==> src/sv/lsir_pkg.sv <==
// shared types and constants of the indexed-removal lifo stack
package lsir_pkg;

    localparam int ID_W    = 32;
    localparam int NAME_W  = 64;
    localparam int ENTRY_W = ID_W + NAME_W;

    typedef enum logic [1:0] {
        OP_PUSH   = 2'd0,
        OP_POP    = 2'd1,
        OP_REMOVE = 2'd2,
        OP_LIST   = 2'd3
    } op_t;

    typedef enum logic [1:0] {
        STAT_OK      = 2'd0,
        STAT_EMPTY   = 2'd1,
        STAT_INVALID = 2'd2,
        STAT_FULL    = 2'd3
    } status_t;

endpackage

==> src/sv/lsir_ram.sv <==
// generic single-write, single-read ram with registered read data
module lsir_ram #(
    parameter int WIDTH = 96,
    parameter int DEPTH = 16
) (
    input  logic                     aclk,
    input  logic                     wr_en,
    input  logic [$clog2(DEPTH)-1:0] wr_addr,
    input  logic [WIDTH-1:0]         wr_data,
    input  logic                     rd_en,
    input  logic [$clog2(DEPTH)-1:0] rd_addr,
    output logic [WIDTH-1:0]         rd_data
);

    logic [WIDTH-1:0] mem [DEPTH];
    logic [WIDTH-1:0] rd_data_reg;

    always_ff @(posedge aclk) begin
        if (wr_en) begin
            mem[wr_addr] <= wr_data;
        end
        if (rd_en) begin
            rd_data_reg <= mem[rd_addr];
        end
    end

    assign rd_data = rd_data_reg;

endmodule

==> src/sv/lifo_stack_indexed_remove.sv <==
// bounded lifo stack of id and name entries with removal at a position and listing
//
// Input channel s_*: one command per transfer (push, pop top, remove at a 1-based
// position from the top, list). Result channel m_*: one result per command, or
// one per held entry for a non-empty list, with m_last on the final one. Every
// result carries status, entry count after the command and the current top entry.
// Entries live in one ram (one write and one registered read per cycle).
// Push, rejected commands and pops of the only entry go straight to the result;
// other pops and removal at position 1 first re-read the new top from the ram.
// Removal deeper down reads the removed entry, then one ram read-then-write per
// entry moved down. List streams one result per cycle while the receiver keeps up.
// The next command is taken once the last result of the previous one sits in
// the output register; a stalled receiver holds that register and, when a new
// result is due, holds the block. Reset (aresetn low at a clock edge) empties
// the stack and drops any pending result; ram contents need no clearing.
module lifo_stack_indexed_remove
    import lsir_pkg::*;
#(
    parameter int DEPTH = 16
) (
    input  logic                              aclk,
    input  logic                              aresetn,
    input  logic                              s_valid,
    output logic                              s_ready,
    input  logic [1:0]                        s_op,
    input  logic [ID_W-1:0]                   s_plane_id,
    input  logic [NAME_W-1:0]                 s_name_tag,
    input  logic [$clog2(DEPTH+1)-1:0]        s_position,
    output logic                              m_valid,
    input  logic                              m_ready,
    output logic [1:0]                        m_status,
    output logic [ID_W-1:0]                   m_item_id,
    output logic [NAME_W-1:0]                 m_item_name,
    output logic [$clog2(DEPTH+1)-1:0]        m_entry_count,
    output logic [ID_W-1:0]                   m_top_id,
    output logic [NAME_W-1:0]                 m_top_name,
    output logic                              m_last
);

    localparam int AW = $clog2(DEPTH);
    localparam int CW = $clog2(DEPTH + 1);

    typedef enum logic [2:0] {
        ST_IDLE,
        ST_TOP_RD,
        ST_REM_RD,
        ST_SHIFT,
        ST_LIST,
        ST_EMIT
    } state_t;

    state_t              state_reg, state_next;
    logic [CW-1:0]       count_reg, count_next;
    logic [ID_W-1:0]     top_id_reg, top_id_next;
    logic [NAME_W-1:0]   top_name_reg, top_name_next;
    logic [AW-1:0]       idx_reg, idx_next;
    status_t             res_status_reg, res_status_next;
    logic [ID_W-1:0]     res_id_reg, res_id_next;
    logic [NAME_W-1:0]   res_name_reg, res_name_next;

    logic                m_valid_reg, m_valid_next;
    status_t             m_status_reg, m_status_next;
    logic [ID_W-1:0]     m_item_id_reg, m_item_id_next;
    logic [NAME_W-1:0]   m_item_name_reg, m_item_name_next;
    logic [CW-1:0]       m_count_reg, m_count_next;
    logic [ID_W-1:0]     m_top_id_reg, m_top_id_next;
    logic [NAME_W-1:0]   m_top_name_reg, m_top_name_next;
    logic                m_last_reg, m_last_next;

    logic                ram_wr_en;
    logic [AW-1:0]       ram_wr_addr;
    logic [ENTRY_W-1:0]  ram_wr_data;
    logic                ram_rd_en;
    logic [AW-1:0]       ram_rd_addr;
    logic [ENTRY_W-1:0]  ram_rd_data;

    logic [CW-1:0]       cnt_m1;
    logic [CW-1:0]       cnt_m2;
    logic [CW-1:0]       rem_idx;
    logic                out_free;
    logic                do_pop;

    lsir_ram #(
        .WIDTH (ENTRY_W),
        .DEPTH (DEPTH)
    ) u_store (
        .aclk    (aclk),
        .wr_en   (ram_wr_en),
        .wr_addr (ram_wr_addr),
        .wr_data (ram_wr_data),
        .rd_en   (ram_rd_en),
        .rd_addr (ram_rd_addr),
        .rd_data (ram_rd_data)
    );

    assign cnt_m1   = count_reg - CW'(1);
    assign cnt_m2   = count_reg - CW'(2);
    assign rem_idx  = count_reg - s_position;
    assign out_free = !m_valid_reg || m_ready;
    assign s_ready  = (state_reg == ST_IDLE);

    always_comb begin
        state_next       = state_reg;
        count_next       = count_reg;
        top_id_next      = top_id_reg;
        top_name_next    = top_name_reg;
        idx_next         = idx_reg;
        res_status_next  = res_status_reg;
        res_id_next      = res_id_reg;
        res_name_next    = res_name_reg;
        m_valid_next     = m_valid_reg && !m_ready;
        m_status_next    = m_status_reg;
        m_item_id_next   = m_item_id_reg;
        m_item_name_next = m_item_name_reg;
        m_count_next     = m_count_reg;
        m_top_id_next    = m_top_id_reg;
        m_top_name_next  = m_top_name_reg;
        m_last_next      = m_last_reg;
        ram_wr_en        = 1'b0;
        ram_wr_addr      = count_reg[AW-1:0];
        ram_wr_data      = {s_plane_id, s_name_tag};
        ram_rd_en        = 1'b0;
        ram_rd_addr      = cnt_m1[AW-1:0];
        do_pop           = 1'b0;

        unique case (state_reg)
            ST_IDLE: begin
                if (s_valid) begin
                    res_status_next = STAT_OK;
                    res_id_next     = '0;
                    res_name_next   = '0;
                    state_next      = ST_EMIT;
                    unique case (op_t'(s_op))
                        OP_PUSH: begin
                            if (count_reg == CW'(DEPTH)) begin
                                res_status_next = STAT_FULL;
                            end else begin
                                ram_wr_en     = 1'b1;
                                count_next    = count_reg + CW'(1);
                                top_id_next   = s_plane_id;
                                top_name_next = s_name_tag;
                            end
                        end
                        OP_POP: begin
                            if (count_reg == '0) begin
                                res_status_next = STAT_EMPTY;
                            end else begin
                                do_pop = 1'b1;
                            end
                        end
                        OP_REMOVE: begin
                            priority if (count_reg == '0) begin
                                res_status_next = STAT_EMPTY;
                            end else if (s_position == '0 || s_position > count_reg) begin
                                res_status_next = STAT_INVALID;
                            end else if (s_position == CW'(1)) begin
                                do_pop = 1'b1;
                            end else begin
                                ram_rd_en   = 1'b1;
                                ram_rd_addr = rem_idx[AW-1:0];
                                idx_next    = rem_idx[AW-1:0];
                                state_next  = ST_REM_RD;
                            end
                        end
                        OP_LIST: begin
                            if (count_reg == '0) begin
                                res_status_next = STAT_EMPTY;
                            end else begin
                                ram_rd_en   = 1'b1;
                                ram_rd_addr = cnt_m1[AW-1:0];
                                idx_next    = cnt_m1[AW-1:0];
                                state_next  = ST_LIST;
                            end
                        end
                        default: begin
                            res_status_next = STAT_OK;
                        end
                    endcase
                    if (do_pop) begin
                        res_id_next   = top_id_reg;
                        res_name_next = top_name_reg;
                        count_next    = cnt_m1;
                        if (count_reg == CW'(1)) begin
                            top_id_next   = '0;
                            top_name_next = '0;
                        end else begin
                            ram_rd_en   = 1'b1;
                            ram_rd_addr = cnt_m2[AW-1:0];
                            state_next  = ST_TOP_RD;
                        end
                    end
                end
            end
            ST_TOP_RD: begin
                top_id_next   = ram_rd_data[ENTRY_W-1 -: ID_W];
                top_name_next = ram_rd_data[NAME_W-1:0];
                state_next    = ST_EMIT;
            end
            ST_REM_RD: begin
                res_id_next   = ram_rd_data[ENTRY_W-1 -: ID_W];
                res_name_next = ram_rd_data[NAME_W-1:0];
                ram_rd_en     = 1'b1;
                ram_rd_addr   = idx_reg + AW'(1);
                state_next    = ST_SHIFT;
            end
            ST_SHIFT: begin
                // move the entry above down by one
                ram_wr_en   = 1'b1;
                ram_wr_addr = idx_reg;
                ram_wr_data = ram_rd_data;
                if (CW'(idx_reg) == cnt_m2) begin
                    count_next = cnt_m1;
                    state_next = ST_EMIT;
                end else begin
                    ram_rd_en   = 1'b1;
                    ram_rd_addr = idx_reg + AW'(2);
                    idx_next    = idx_reg + AW'(1);
                end
            end
            ST_LIST: begin
                if (out_free) begin
                    m_valid_next     = 1'b1;
                    m_status_next    = STAT_OK;
                    m_item_id_next   = ram_rd_data[ENTRY_W-1 -: ID_W];
                    m_item_name_next = ram_rd_data[NAME_W-1:0];
                    m_count_next     = count_reg;
                    m_top_id_next    = top_id_reg;
                    m_top_name_next  = top_name_reg;
                    m_last_next      = (idx_reg == '0);
                    if (idx_reg == '0) begin
                        state_next = ST_IDLE;
                    end else begin
                        ram_rd_en   = 1'b1;
                        ram_rd_addr = idx_reg - AW'(1);
                        idx_next    = idx_reg - AW'(1);
                    end
                end
            end
            ST_EMIT: begin
                if (out_free) begin
                    m_valid_next     = 1'b1;
                    m_status_next    = res_status_reg;
                    m_item_id_next   = res_id_reg;
                    m_item_name_next = res_name_reg;
                    m_count_next     = count_reg;
                    m_top_id_next    = top_id_reg;
                    m_top_name_next  = top_name_reg;
                    m_last_next      = 1'b1;
                    state_next       = ST_IDLE;
                end
            end
            default: begin
                state_next = ST_IDLE;
            end
        endcase
    end

    always_ff @(posedge aclk) begin
        if (!aresetn) begin
            state_reg    <= ST_IDLE;
            count_reg    <= '0;
            top_id_reg   <= '0;
            top_name_reg <= '0;
            m_valid_reg  <= 1'b0;
        end else begin
            state_reg    <= state_next;
            count_reg    <= count_next;
            top_id_reg   <= top_id_next;
            top_name_reg <= top_name_next;
            m_valid_reg  <= m_valid_next;
        end
        idx_reg         <= idx_next;
        res_status_reg  <= res_status_next;
        res_id_reg      <= res_id_next;
        res_name_reg    <= res_name_next;
        m_status_reg    <= m_status_next;
        m_item_id_reg   <= m_item_id_next;
        m_item_name_reg <= m_item_name_next;
        m_count_reg     <= m_count_next;
        m_top_id_reg    <= m_top_id_next;
        m_top_name_reg  <= m_top_name_next;
        m_last_reg      <= m_last_next;
    end

    assign m_valid       = m_valid_reg;
    assign m_status      = m_status_reg;
    assign m_item_id     = m_item_id_reg;
    assign m_item_name   = m_item_name_reg;
    assign m_entry_count = m_count_reg;
    assign m_top_id      = m_top_id_reg;
    assign m_top_name    = m_top_name_reg;
    assign m_last        = m_last_reg;

    a_count_bound: assert property (@(posedge aclk) disable iff (!aresetn)
        count_reg <= CW'(DEPTH))
        else $error("entry count beyond depth");

    a_shift_no_overlap: assert property (@(posedge aclk) disable iff (!aresetn)
        (ram_wr_en && ram_rd_en) |-> (ram_wr_addr != ram_rd_addr))
        else $error("ram read and write hit the same entry");

    a_full_count: assert property (@(posedge aclk) disable iff (!aresetn)
        (m_valid && m_status == STAT_FULL) |-> (m_entry_count == CW'(DEPTH)))
        else $error("full status with room left");

    a_empty_top: assert property (@(posedge aclk) disable iff (!aresetn)
        (m_valid && m_entry_count == '0) |-> (m_top_id == '0 && m_top_name == '0))
        else $error("empty stack reports a top entry");

endmodule

==> config.mk <==
export PLATFORM = sky130hd
export DESIGN_NAME = lifo_stack_indexed_remove
export DESIGN_NICKNAME = d
export VERILOG_FILES = /design/src/sv/lsir_pkg.sv /design/src/sv/lsir_ram.sv /design/src/sv/lifo_stack_indexed_remove.sv
export SDC_FILE = /design/constraint.sdc
export NUM_CORES = 2
export LEC_CHECK = 0
export ABC_AREA = 0
export ABC_CLOCK_PERIOD_IN_PS = 6060
export BUFFER_PORTS_ARGS = -buffer_cell sky130_fd_sc_hd__buf_4
export CAP_MARGIN = 0
export CORE_MARGIN = 5
export CORE_UTILIZATION = 40
export CTS_CLUSTER_DIAMETER = 40
export DETAILED_ROUTE_END_ITERATION = 10
export RECOVER_POWER = 100
export SYNTH_ARGS = -nofsm -noshare
export SYNTH_HDL_FRONTEND = slang
export SYNTH_SLANG_ARGS = --single-unit
==> constraint.sdc <==
create_clock -name aclk -period 6.06 [get_ports aclk]
set_input_delay 0.909 -clock aclk [delete_from_list [all_inputs] [get_ports aclk]]
set_output_delay 0.909 -clock aclk [all_outputs]
set_load 0.03 [all_outputs]
==> qor.txt <==
failing checks = max-capacitance violations, max-slew violations
share of cells above drive strength 1 = 14.3%
max_cap viols = 29
PD cells = 442 nW/um^2
initial antenna violation count = 10
height of the die = 454 um
simple-gate portion of the synthesized area = 4.57%
worst min-delay path category = in2reg
largest net degree at the start of global routing = 98
nature of the critical path startpoint = register
LEAKAGE = 31.9 nW
GP Congestion = 0.816
mux cell area share after synthesis = 11.2%
CP bufs+invs = 3
count leader, synth = edfxtp_1
Net Sw Frac = 28.5%
hold_ws = 0.274 ns
Setup Fix Bufs, Post-CTS = 0
clk_skew = 0.0760 ns
dominant synthesized flop cell = edfxtp_1
Core ar. = 197000 sq um
status = finished, violations left
Compound-Gate Fraction of Synth Area = 5.72%
final hold viol count = 0
Antenna Nets Post-Route = 0
clock latency on the worst-skew pair = 0.90 ns
max reg flops = 1536
Synth top area share = 73.5%
area leader, netlist = edfxtp_1
clock sink count = 2039
setup TNS = 0 ns
Least-Margin Pin Slew = 4.43 ns
die width = 454 um
hold_buf cts = 0
I/O pin count = 309
Pint = 0.0295 W
Sw Pwr = 0.0118 W
final wirelength = 225000 um
global route overflow = 0
largest family of logic cells by synthesized area = multiplexers
Post-Syn Area = 79000 sq um
filler instances = 16.7k
fmax = 178 MHz
maximum VDD drop = 0.000326 V
asr flop ratio synth = 0%
drt pass-1 iters = 10
# rows = 163
Clock Power Share = 38.9%
CP endpoint kind = register
DP Wirelength = 119000 um
first-pass GRT wire length = 321000 um
Mapped Nets = 4882
final setup fails = 0
crit-path max cell delay = 1.09 ns
DR vias = 45.4k
Period Utilization, post-route = 92.6%
Via density = 5.64
WL per Instance = 27.9 um
Final nets = 5328
aggregate global-route resource usage = 21.2%
required time of the critical path = 6.57 ns
CTS tree = yes
Mean Syn Cell Area = 16.6 sq um
Logic pwr share = 19.5%
Mapped Cells = 4750
CP delay by family, top = buffers and inverters
synth cell count leaders = 1934 x edfxtp_1, 774 x mux2i_1, 512 x nand2_1, 385 x o22ai_1, 149 x clkbuf_1
Seq cells post-synth = 2039
crit-path max FO = 14
post-route minimum period = 5.61 ns
crit-path cells = inv_1, ha_1, nand2_1, o21a_1, nand2_1, nor2_1, a32oi_1, nor2_4, clkbuf_1, clkbuf_1
Seq pwr share = 41.6%
unrepaired setup endpoints after global routing = false
post-cts resize count = 0
clk slew on worst S/H paths = 0.06 ns
Critical Path AT = 6.12 ns
Clock Path Buffers = 4
DRC Markers = 0
PortBufs = 308
number of flops mapped to enable cells by yosys = 1934
YS warnings = 0
Crit Path Class = reg2reg
Die Footprint = 206000 sq um
Initial Utilization = 40.1%
Relative slew margins = -195%
Post-Synth XOR/XNOR Area = 0.177%
post-synth cell types = 72
initial DRC count = 5050
Critical Path Slowest Stage Cell = clkbuf_1
Max Slew Vio Count = 1339
total power = 0.0413 W
Root Buffer = clkbuf_16
Post-Synth Adder-Cell Area = 0.405%
H-tree level count = 5
Seq/Total Area, Yosys = 76.2%
vias in the first global route = 45.4k
ranking of synthesized cells by area = edfxtp_1 74%, mux2i_1 9.8%, o22ai_1 3.0%
clock buffer count from CTS = 286
area delta synth->final = 18.4%
[path summary, 6_finish.rpt]
check / slack, ns / cells past startpoint / end / from
setup / recovery: 0.45 / 10 / u_store.mem[11][89] / count_reg[0]
hold / removal: 0.27 / 3 / top_id_reg[4] / s_plane_id[4]
setup reg to reg: 0.45 / 10 / u_store.mem[11][89] / count_reg[0]
hold reg to reg: 0.44 / 0 / m_top_name[16] / top_name_reg[16]
[power by group through the flow]
stage	clock [W]	sequential, W	combinational (W)
2_1_floorplan	0	0.0177	0.00498
3_3_place_gp	0	0.0174	0.00825
3_5_place_dp	0	0.0174	0.00833
4_1_cts	0.0163	0.0172	0.00834
5_1_grt	0.0170	0.0172	0.00854
6_report	0.0161	0.0172	0.00806
[per-stage QoR]
| stage | cells | instance area, sq um | setup slack, ns | util, % |
|---|---|---|---|---|
| 6_report | 8049 | 93600 | 0.447 | 47.5 |
| 5_1_grt | 8045 | 93500 | 0.323 | 47.5 |
| 4_1_cts | 8043 | 94700 | 0.852 | 48.1 |
| 3_5_place_dp | 7548 | 85400 | 0.767 | 43.4 |
| 3_3_place_gp | 7548 | 85400 | 0.796 | 43.4 |
| 2_1_floorplan | 4750 | 79000 | -0.542 | - |
[cells in the final DEF, fill, tap and decap left out, types with 26 or more instances in the layout]
cell,count
mux2i_1,774
a21oi_1,26
a222oi_1,95
dfxtp_1,105
clkinvlp_4,26
clkbuf_16,293
mux2_1,26
mux2_2,71
nand2_1,511
buf_12,53
o22ai_1,385
clkinv_2,27
buf_4,147
edfxtp_1,1934
clkbuf_1,261
nor2_1,132
inv_6,34
o21ai_0,111
or4_1,96
[cell families after synthesis]
| kind of cell | after synthesis |
|---|---|
| simple gates | 819 |
| buf+inv | 306 |
| xor+xnor | 16 |
| mux | 871 |
| compound gates | 674 |
| fa+ha+maj | 25 |
| flops | 2039 |
[layout make-up]
cell class                      instances  area (sq um)  share of cell area, %
Sequential cell                      2039         60200                   64.3
Multi-Input combinational cell       2405         17600                   18.8
Clock buffer                          334          7550                   8.07
Tap cell                             2640          3300                   3.53
Timing Repair Buffer                  444          3140                   3.35
Clock inverter                        161          1680                   1.79
Inverter                               20          77.6                 0.0829
Antenna cell                            6          15.0                 0.0160
[worst register-to-register path: stages, from the launching register on]
cell and delay, ns:
dfxtp_1 0.70, inv_1 0.31, ha_1 0.35, nand2_1 0.18, o21a_1 0.49, nand2_1 0.21
nor2_1 0.18, a32oi_1 0.26, nor2_4 0.78, clkbuf_1 1.10, clkbuf_1 0.66
[routing by layer]
| metal | vias up | part of all wire (%) | GRT usage (%) |
|---|---|---|---|
| li1 | 19722 | - | - |
| met1 | 23334 | 40 | 28.0 |
| met2 | 1931 | 49 | 35.5 |
| met3 | 412 | 7.3 | 3.87 |
| met4 | 0 | 3.5 | 7.53 |
| met5 | - | 0 | 0 |
Note: power is estimated with default switching activity, not from simulation.
